[src/hdl/assert_macros.svh]
// assertion helpers shared by the quantizer rtl
`ifndef ASSERT_MACROS_SVH
`define ASSERT_MACROS_SVH

`ifndef SYNTHESIS

// generic clocked property, off while reset is low
`define BCQ_ASSERT(label, clk, rst_n, prop, msg) \
  label: assert property (@(posedge clk) disable iff (!rst_n) (prop)) else $error(msg);

// same-cycle implication, off while reset is low
`define BCQ_ASSERT_IMPLIES(label, clk, rst_n, cond, expr, msg) \
  label: assert property (@(posedge clk) disable iff (!rst_n) (cond) |-> (expr)) else $error(msg);

`else

`define BCQ_ASSERT(label, clk, rst_n, prop, msg)
`define BCQ_ASSERT_IMPLIES(label, clk, rst_n, cond, expr, msg)

`endif

`endif

[src/hdl/bcq_pkg.sv]
package bcq_pkg;

  localparam int COEFF_WIDTH    = 16;
  localparam int VALUE_WIDTH    = 23;
  localparam int POS_WIDTH      = 6;
  localparam int TABLE_SIZE     = 64;
  localparam int Q_WIDTH        = 7;
  localparam int D_WIDTH        = Q_WIDTH + 1;
  // magnitude of 2x+q always stays below 2^(COEFF_WIDTH+1)
  localparam int MAG_WIDTH      = COEFF_WIDTH + 1;
  localparam int RECIP_SHIFT    = MAG_WIDTH;
  localparam int PROD_WIDTH     = 2 * MAG_WIDTH;
  localparam int NUM_STAGES     = 5;
  localparam int CFG_ADDR_WIDTH = 2;
  localparam int CFG_DATA_WIDTH = 32;

  // standard luminance quantization table, raster order
  localparam logic [Q_WIDTH-1:0] LUMA_Q [TABLE_SIZE] = '{
    7'd16, 7'd11, 7'd10, 7'd16, 7'd24,  7'd40,  7'd51,  7'd61,
    7'd12, 7'd12, 7'd14, 7'd19, 7'd26,  7'd58,  7'd60,  7'd55,
    7'd14, 7'd13, 7'd16, 7'd24, 7'd40,  7'd57,  7'd69,  7'd56,
    7'd14, 7'd17, 7'd22, 7'd29, 7'd51,  7'd87,  7'd80,  7'd62,
    7'd18, 7'd22, 7'd37, 7'd56, 7'd68,  7'd109, 7'd103, 7'd77,
    7'd24, 7'd35, 7'd55, 7'd64, 7'd81,  7'd104, 7'd113, 7'd92,
    7'd49, 7'd64, 7'd78, 7'd87, 7'd103, 7'd121, 7'd120, 7'd101,
    7'd72, 7'd92, 7'd95, 7'd98, 7'd112, 7'd100, 7'd103, 7'd99
  };

  typedef enum logic {
    DIR_QUANT   = 1'b0,
    DIR_DEQUANT = 1'b1
  } dir_t;

  // per-stage load enables and valid flags, index 0 is the first stage
  typedef struct packed {
    logic [NUM_STAGES-1:0] load;
    logic [NUM_STAGES-1:0] valid;
  } stage_ctl_t;

endpackage

[src/hdl/bcq_datapath.sv]
`include "assert_macros.svh"

module bcq_datapath (
  input  logic                                    clk,
  input  logic                                    rst_n,
  input  bcq_pkg::stage_ctl_t                     ctl,
  input  bcq_pkg::dir_t                           mode,
  input  logic signed [bcq_pkg::COEFF_WIDTH-1:0]  coefficient,
  input  logic [bcq_pkg::POS_WIDTH-1:0]           position,
  output logic signed [bcq_pkg::VALUE_WIDTH-1:0]  value
);
  import bcq_pkg::*;

  // reciprocal table: floor(2^RECIP_SHIFT / (2q)), gives the quotient or one less
  logic [MAG_WIDTH-1:0] recip_tab [TABLE_SIZE];

  for (genvar i = 0; i < TABLE_SIZE; i++) begin : g_recip
    localparam int unsigned RecipVal = (1 << RECIP_SHIFT) / (2 * LUMA_Q[i]);
    assign recip_tab[i] = MAG_WIDTH'(RecipVal);
  end

  // stage 1: table lookup, rounding offset, sign split
  logic [Q_WIDTH-1:0]       q;
  logic [D_WIDTH-1:0]       d;
  logic signed [MAG_WIDTH:0] n;
  logic [MAG_WIDTH:0]       n_abs;
  logic                     n_neg;
  logic                     x_neg;
  logic [COEFF_WIDTH-1:0]   x_mag;
  logic [MAG_WIDTH-1:0]     a_nxt;
  logic [MAG_WIDTH-1:0]     b_nxt;

  always_comb begin
    q     = LUMA_Q[position];
    d     = {q, 1'b0};
    n     = $signed({coefficient[COEFF_WIDTH-1], coefficient, 1'b0})
            + $signed({{(MAG_WIDTH + 1 - Q_WIDTH){1'b0}}, q});
    n_neg = n[MAG_WIDTH];
    n_abs = n_neg ? (~n + 1'b1) : n;
    x_neg = coefficient[COEFF_WIDTH-1];
    x_mag = x_neg ? (~coefficient + 1'b1) : coefficient;
    if (mode == DIR_DEQUANT) begin
      a_nxt = MAG_WIDTH'(x_mag);
      b_nxt = MAG_WIDTH'(q);
    end else begin
      a_nxt = n_abs[MAG_WIDTH-1:0];
      b_nxt = recip_tab[position];
    end
  end

  dir_t                 s1_mode_r;
  logic                 s1_neg_r;
  logic [MAG_WIDTH-1:0] s1_a_r;
  logic [MAG_WIDTH-1:0] s1_b_r;
  logic [D_WIDTH-1:0]   s1_d_r;

  always_ff @(posedge clk) begin
    if (ctl.load[0]) begin
      s1_mode_r <= mode;
      s1_neg_r  <= (mode == DIR_DEQUANT) ? x_neg : n_neg;
      s1_a_r    <= a_nxt;
      s1_b_r    <= b_nxt;
      s1_d_r    <= d;
    end
  end

  // stage 2: shared multiplier, reciprocal estimate or the plain product
  dir_t                  s2_mode_r;
  logic                  s2_neg_r;
  logic [MAG_WIDTH-1:0]  s2_a_r;
  logic [D_WIDTH-1:0]    s2_d_r;
  logic [PROD_WIDTH-1:0] s2_prod_r;

  always_ff @(posedge clk) begin
    if (ctl.load[1]) begin
      s2_mode_r <= s1_mode_r;
      s2_neg_r  <= s1_neg_r;
      s2_a_r    <= s1_a_r;
      s2_d_r    <= s1_d_r;
      s2_prod_r <= s1_a_r * s1_b_r;
    end
  end

  // stage 3: back-multiply the estimate by the divisor
  logic [MAG_WIDTH-1:0]         qe;
  logic [MAG_WIDTH+D_WIDTH-1:0] qd_full;

  always_comb begin
    qe      = s2_prod_r[RECIP_SHIFT +: MAG_WIDTH];
    qd_full = qe * s2_d_r;
  end

  dir_t                   s3_mode_r;
  logic                   s3_neg_r;
  logic [MAG_WIDTH-1:0]   s3_a_r;
  logic [D_WIDTH-1:0]     s3_d_r;
  logic [MAG_WIDTH-1:0]   s3_qe_r;
  logic [MAG_WIDTH-1:0]   s3_qd_r;
  logic [VALUE_WIDTH-1:0] s3_low_r;

  always_ff @(posedge clk) begin
    if (ctl.load[2]) begin
      s3_mode_r <= s2_mode_r;
      s3_neg_r  <= s2_neg_r;
      s3_a_r    <= s2_a_r;
      s3_d_r    <= s2_d_r;
      s3_qe_r   <= qe;
      // the product never exceeds the dividend, so the low bits are exact
      s3_qd_r   <= qd_full[MAG_WIDTH-1:0];
      s3_low_r  <= s2_prod_r[VALUE_WIDTH-1:0];
    end
  end

  // stage 4: remainder check, bump the estimate by one when needed
  logic [MAG_WIDTH-1:0]   rem;
  logic [MAG_WIDTH-1:0]   quot;
  logic [VALUE_WIDTH-1:0] mag_nxt;

  always_comb begin
    rem  = s3_a_r - s3_qd_r;
    quot = s3_qe_r + MAG_WIDTH'(rem >= MAG_WIDTH'(s3_d_r));
    mag_nxt = (s3_mode_r == DIR_DEQUANT) ? s3_low_r : VALUE_WIDTH'(quot);
  end

  logic                   s4_neg_r;
  logic [VALUE_WIDTH-1:0] s4_mag_r;

  always_ff @(posedge clk) begin
    if (ctl.load[3]) begin
      s4_neg_r <= s3_neg_r;
      s4_mag_r <= mag_nxt;
    end
  end

  // stage 5: restore the sign, wraps to the result width
  logic [VALUE_WIDTH-1:0] s5_value_r;

  always_ff @(posedge clk) begin
    if (ctl.load[4]) begin
      s5_value_r <= s4_neg_r ? (~s4_mag_r + 1'b1) : s4_mag_r;
    end
  end

  assign value = $signed(s5_value_r);

  `BCQ_ASSERT_IMPLIES(a_est_not_over, clk, rst_n, ctl.valid[2] && s3_mode_r == DIR_QUANT, s3_qd_r <= s3_a_r, "quotient estimate overshoots")
  `BCQ_ASSERT_IMPLIES(a_est_one_low, clk, rst_n, ctl.valid[2] && s3_mode_r == DIR_QUANT, rem < MAG_WIDTH'({s3_d_r, 1'b0}), "quotient estimate low by more than one")

endmodule

[src/hdl/block_coefficient_quantizer_unit.sv]
// jpeg luminance coefficient quantizer / dequantizer
// input channel: in_valid/in_ready transfer one signed coefficient and its raster
//   position 0..63 within the 8x8 block; the position picks the table entry q
// output channel: out_valid/out_ready transfer one result per input, in order
// mode register (apb, bit 0; reads back at byte address 0, any address writes it): 0 quantize, result is
//   (2x+q)/(2q) truncated toward zero; 1 dequantize, result is x*q
// write the mode only while no transfer is in flight
// an accepted input moves through the five register stages below in order, and
//   its result is presented from the last one
// throughput: one transfer per cycle while out_ready holds; five register stages
//   (lookup, multiply, back-multiply, remainder fix, sign) each take a new item every cycle
// division uses a reciprocal table and one correction step, no iteration
// when the receiver stalls, the stages fill up one by one and in_ready drops
//   only once every stage holds an item; nothing is dropped or repeated
// reset (rst_n low, synchronous) empties the pipeline and sets quantize mode
`include "assert_macros.svh"

module block_coefficient_quantizer_unit (
  input  logic                                       clk,
  input  logic                                       rst_n,
  // input channel
  input  logic                                       in_valid,
  output logic                                       in_ready,
  input  logic signed [bcq_pkg::COEFF_WIDTH-1:0]     in_coefficient,
  input  logic [bcq_pkg::POS_WIDTH-1:0]              in_position,
  // result channel
  output logic                                       out_valid,
  input  logic                                       out_ready,
  output logic signed [bcq_pkg::VALUE_WIDTH-1:0]     out_value,
  // configuration port
  input  logic                                       cfg_psel,
  input  logic                                       cfg_penable,
  input  logic                                       cfg_pwrite,
  input  logic [bcq_pkg::CFG_ADDR_WIDTH-1:0]         cfg_paddr,
  input  logic [bcq_pkg::CFG_DATA_WIDTH-1:0]         cfg_pwdata,
  output logic [bcq_pkg::CFG_DATA_WIDTH-1:0]         cfg_prdata,
  output logic                                       cfg_pready
);
  import bcq_pkg::*;

  // mode register, the only register in the map
  dir_t dir_r;
  dir_t dir_nxt;
  logic cfg_write;

  assign cfg_pready = 1'b1;
  assign cfg_write  = cfg_psel && cfg_penable && cfg_pwrite && cfg_pready;
  assign dir_nxt    = cfg_write ? dir_t'(cfg_pwdata[0]) : dir_r;

  always_ff @(posedge clk) begin
    if (!rst_n) begin
      dir_r <= DIR_QUANT;
    end else begin
      dir_r <= dir_nxt;
    end
  end

  // only the aligned word reads back the mode
  assign cfg_prdata = (cfg_paddr == '0) ? CFG_DATA_WIDTH'(dir_r) : '0;

  // pipeline flow control: a stage loads when it is empty or its item moves on
  stage_ctl_t            ctl;
  logic [NUM_STAGES-1:0] valid_r;
  logic [NUM_STAGES-1:0] valid_nxt;
  logic [NUM_STAGES-1:0] load;

  always_comb begin
    load[NUM_STAGES-1] = !valid_r[NUM_STAGES-1] || out_ready;
    for (int k = NUM_STAGES - 2; k >= 0; k--) begin
      load[k] = !valid_r[k] || load[k+1];
    end
    valid_nxt[0] = load[0] ? in_valid : valid_r[0];
    for (int k = 1; k < NUM_STAGES; k++) begin
      valid_nxt[k] = load[k] ? valid_r[k-1] : valid_r[k];
    end
  end

  always_ff @(posedge clk) begin
    if (!rst_n) begin
      valid_r <= '0;
    end else begin
      valid_r <= valid_nxt;
    end
  end

  assign ctl.load  = load;
  assign ctl.valid = valid_r;
  assign in_ready  = load[0];
  assign out_valid = valid_r[NUM_STAGES-1];

  // arithmetic stages
  bcq_datapath u_datapath (
    .clk         (clk),
    .rst_n       (rst_n),
    .ctl         (ctl),
    .mode        (dir_r),
    .coefficient (in_coefficient),
    .position    (in_position),
    .value       (out_value)
  );

  // backpressure only ever starts at a stalled output
  `BCQ_ASSERT_IMPLIES(a_stall_source, clk, rst_n, !in_ready, valid_r == '1 && !out_ready, "input stalled while a stage is free")
  // an accepted transfer always lands in the first stage
  `BCQ_ASSERT(a_accept_lands, clk, rst_n, in_valid && in_ready |=> valid_r[0], "accepted item missing from first stage")
  // outside reset, mode changes only through a register write
  `BCQ_ASSERT(a_mode_hold, clk, rst_n, rst_n && !cfg_write |=> $stable(dir_r), "mode changed without a write")

endmodule
[config.mk]
export PLATFORM = sky130hd
export DESIGN_NAME = block_coefficient_quantizer_unit
export DESIGN_NICKNAME = d
export VERILOG_FILES = /design/src/hdl/bcq_pkg.sv /design/src/hdl/bcq_datapath.sv /design/src/hdl/block_coefficient_quantizer_unit.sv
export VERILOG_INCLUDE_DIRS = /design/src /design/src/hdl
export SDC_FILE = /design/constraint.sdc
export NUM_CORES = 1
export LEC_CHECK = 0
export ABC_AREA = 1
export BUFFER_PORTS_ARGS = -buffer_cell sky130_fd_sc_hd__buf_2
export CAP_MARGIN = 20
export CORE_UTILIZATION = 57
export CTS_CLUSTER_SIZE = 30
export DETAILED_ROUTE_END_ITERATION = 16
export GPL_ROUTABILITY_DRIVEN = 0
export PLACE_DENSITY = 0.78
export SETUP_SLACK_MARGIN = 0.4
export SLEW_MARGIN = 20
export SYNTH_ARGS = -nofsm -noshare
export SYNTH_HDL_FRONTEND = slang
export SYNTH_HIERARCHICAL = 1
export SYNTH_SLANG_ARGS = --single-unit
[constraint.sdc]
create_clock -name clk -period 17.02 [get_ports clk]
set_input_delay 1.702 -clock clk [delete_from_list [all_inputs] [get_ports clk]]
set_output_delay 1.702 -clock clk [all_outputs]
set_load 0.005 [all_outputs]
==> reports/metrics.cfg <==
[global_routing]
grt_pass1_vias = 18078
track_usage = 0.264
grt_max_degree = 75
grt_pass1_wl_um = 86500
antenna_found_initial = 0
grt_overflow = 0

[route]
ant_nets = 0
vias = 17895
drc = 0
route.final.wire_length_um = 52700
firstDrtPassIters = 8
routedWlPerCell_um = 16.3
drtIter0Drc = 1404
routed_via_density = 5.54

[clock_network]
clk_latency_ns = 0.54
cts.sinks = 224
post_cts_buffers = 0
clockBufferDepth = 3
ctsHoldBuffers = 0
htreeDepth = 1
clk_pin_slew_worst_paths_ns = 0.07
cts_buffers = 24
cts_tree = yes
cts_resized = 0
cts_root_buf = clkbuf_16

[die]
fp.dieArea_um2 = 40600
start_util = 0.583
row_count = 72
die_w_um = 202
die_y_um = 202
core_area_um2 = 38900
ioPinCount = 121

[synthesis]
synth_area_um2 = 22700
synth.area.top_cells = edfxtp_1, fa_1, nand2_1
ys_ff_latch = 224
synth_area_per_cell_um2 = 8.46
synth_top_area_cell = edfxtp_1
synth_top_area_share = 0.288
yosys_warnings = 6
yosys.cell_types.count = 57
seq_area_frac_synth = 0.294
syn-instance-count = 2684

[critical_path]
cp.arrival_ns = 6.60
crit_fanout = 17
required_ns = 17.29
cp-end-kind = flop
worstReg2RegEnd = u_datapath/s2_prod_r[23]
rr_startpoint = u_datapath/s1_b_r[2]
reg2reg_depth = 19
worstSetupPathType = flop to flop
cp-start-kind = flop
reg2reg_slack_ns = 10.69

[sta]
finalSetupTns_ns = 0
relSlewSlack = 0.365
drv_slew = 0
fin_crit_ns = 6.33
setup-violations-final = 0
max_freq_ghz = 0.158
finalHoldViolCount = 0
rsz0062_at_grt = no
finalCritPeriodShare = 0.372
worst-slew-pin-transition_ns = 0.952
clock-skew-final_ns = 0.00884

[final_layout]
layout_commonest_cell = nand2_1
final_cell_mix = nand2_1, inv_1, fa_1
drive_gt1_frac = 0.0597
final_net_count = 3165
area_delta_synth_final_pct = 6.11
layout.cells.non_filler = 3232
diodes = 0

[placement]
dp_hpwl_um = 40500
port_buffers = 57
dp.cells = 3188

[flow_run]
drv_cap = 0

[hold_path]
hold-path-endpoint = u_datapath/s3_a_r[6]
hp-start = u_datapath/s2_a_r[6]
hold_depth = 0
hold_path.class = flop to flop

[status]
status = completed

-- routing by layer --
metal  vias to the layer above  GRT usage  share of wire
met3                       263     0.0316          0.087
met4                         0      0.137          0.057
li1                       8312          -              -
met2                       933      0.464           0.48
met1                      8387      0.319           0.37
met5                         -          0              0
-- worst max path at each step --
stage                              start                       end  slack (ns)  cells past startpoint
CTS                 u_datapath/s1_b_r[2]  u_datapath/s2_prod_r[23]       10.77                     19
floorplan           u_datapath/s1_b_r[2]  u_datapath/s2_prod_r[23]       11.43                     21
detailed placement  u_datapath/s1_b_r[2]  u_datapath/s2_prod_r[23]       10.81                     19
global route        u_datapath/s1_b_r[2]  u_datapath/s2_prod_r[23]       10.48                     19
finish              u_datapath/s1_b_r[2]  u_datapath/s2_prod_r[23]       10.69                     19
global placement    u_datapath/s1_b_r[2]  u_datapath/s2_prod_r[23]       10.88                     19
-- cell families after synthesis --
logic type,share of synthesized area
adders and majority gates,0.297
buffers and inverters,0.128
DFF,0.294
other,0.000331
AOI/OAI and AO/OA,0.0756
xor gates and xnor gates,0.0320
and+or+nand+nor,0.174
-- worst max-delay path, cell delays in order (launching register included) --
cell and delay, ns:
edfxtp_1 0.96, nand2_1 0.19, fa_1 0.56, fa_1 0.51
fa_1 0.52, inv_1 0.06, fa_1 0.49, fa_1 0.49
inv_1 0.05, fa_1 0.48, inv_1 0.07, ha_1 0.36
a21oi_1 0.24, o21ai_0 0.15, o21bai_1 0.20, a21oi_1 0.31
o21ai_1 0.14, nand2_1 0.07, nand2_1 0.05, xor2_1 0.16
-- final cells by class --
class	instances	area, µm²
Clock inverter	15	205
Sequential cell	224	6670
Fill cell	3190	14800
Multi-Input combinational cell	1761	13200
Clock buffer	29	639
Timing Repair Buffer	68	368
Inverter	617	2320
Tap cell	518	648
-- flip-flops by register name, indices dropped and copies added, names as in the netlist, 5 cells and up --
| signal | cells |
|---|---|
| u_datapath/s1_a_r | 17 |
| u_datapath/s1_b_r | 13 |
| u_datapath/s1_d_r | 7 |
| u_datapath/s2_a_r | 17 |
| u_datapath/s2_d_r | 7 |
| u_datapath/s2_prod_r | 32 |
| u_datapath/s3_a_r | 17 |
| u_datapath/s3_d_r | 7 |
| u_datapath/s3_low_r | 17 |
| u_datapath/s3_qd_r | 16 |
| u_datapath/s3_qe_r | 15 |
| u_datapath/s4_mag_r | 23 |
| u_datapath/value | 23 |
| valid_r | 5 |
-- synthesized netlist by cell type, drive strengths merged --
cell / count
o211ai: 11
buf: 49
nor3: 23
xor2: 54
clkinv: 1
nor3b: 2
a32o: 3
a21o: 5
a21oi: 112
xnor2: 29
inv: 616
a21boi: 5
o31ai: 8
nand2: 648
fa: 220
a221oi: 5
dfxtp: 6
ha: 186
conb: 2
and2: 2
edfxtp: 218
nor2: 139
a211oi: 2
a41oi: 2
nor4: 3
nand3: 105
o221ai: 5
o311ai: 2
o21bai: 6
clkbuf: 63
o211a: 1
o22ai: 9
o32ai: 1
nor4b: 1
or2: 6
nand3b: 4
o21a: 4
a31oi: 13
o21ai: 99
nand4: 13
a22o: 1
-- per-stage QoR --
| stage | area (µm²) | utilization | hold WS [ns] | setup WS, ns |
|---|---|---|---|---|
| 3_5_place_dp | 23200 | 0.597 | 0.405 | 10.81 |
| 2_1_floorplan | 22800 | - | 0.400 | 11.43 |
| 5_1_grt | 24100 | 0.619 | 0.423 | 10.48 |
| 4_1_cts | 24100 | 0.619 | 0.416 | 10.77 |
| 3_3_place_gp | 23200 | 0.597 | 0.402 | 10.88 |
| 6_report | 24100 | 0.619 | 0.413 | 10.69 |
Power is not shown: default switching activity piles up to over one toggle a cycle in this logic, so the estimate is an artifact.
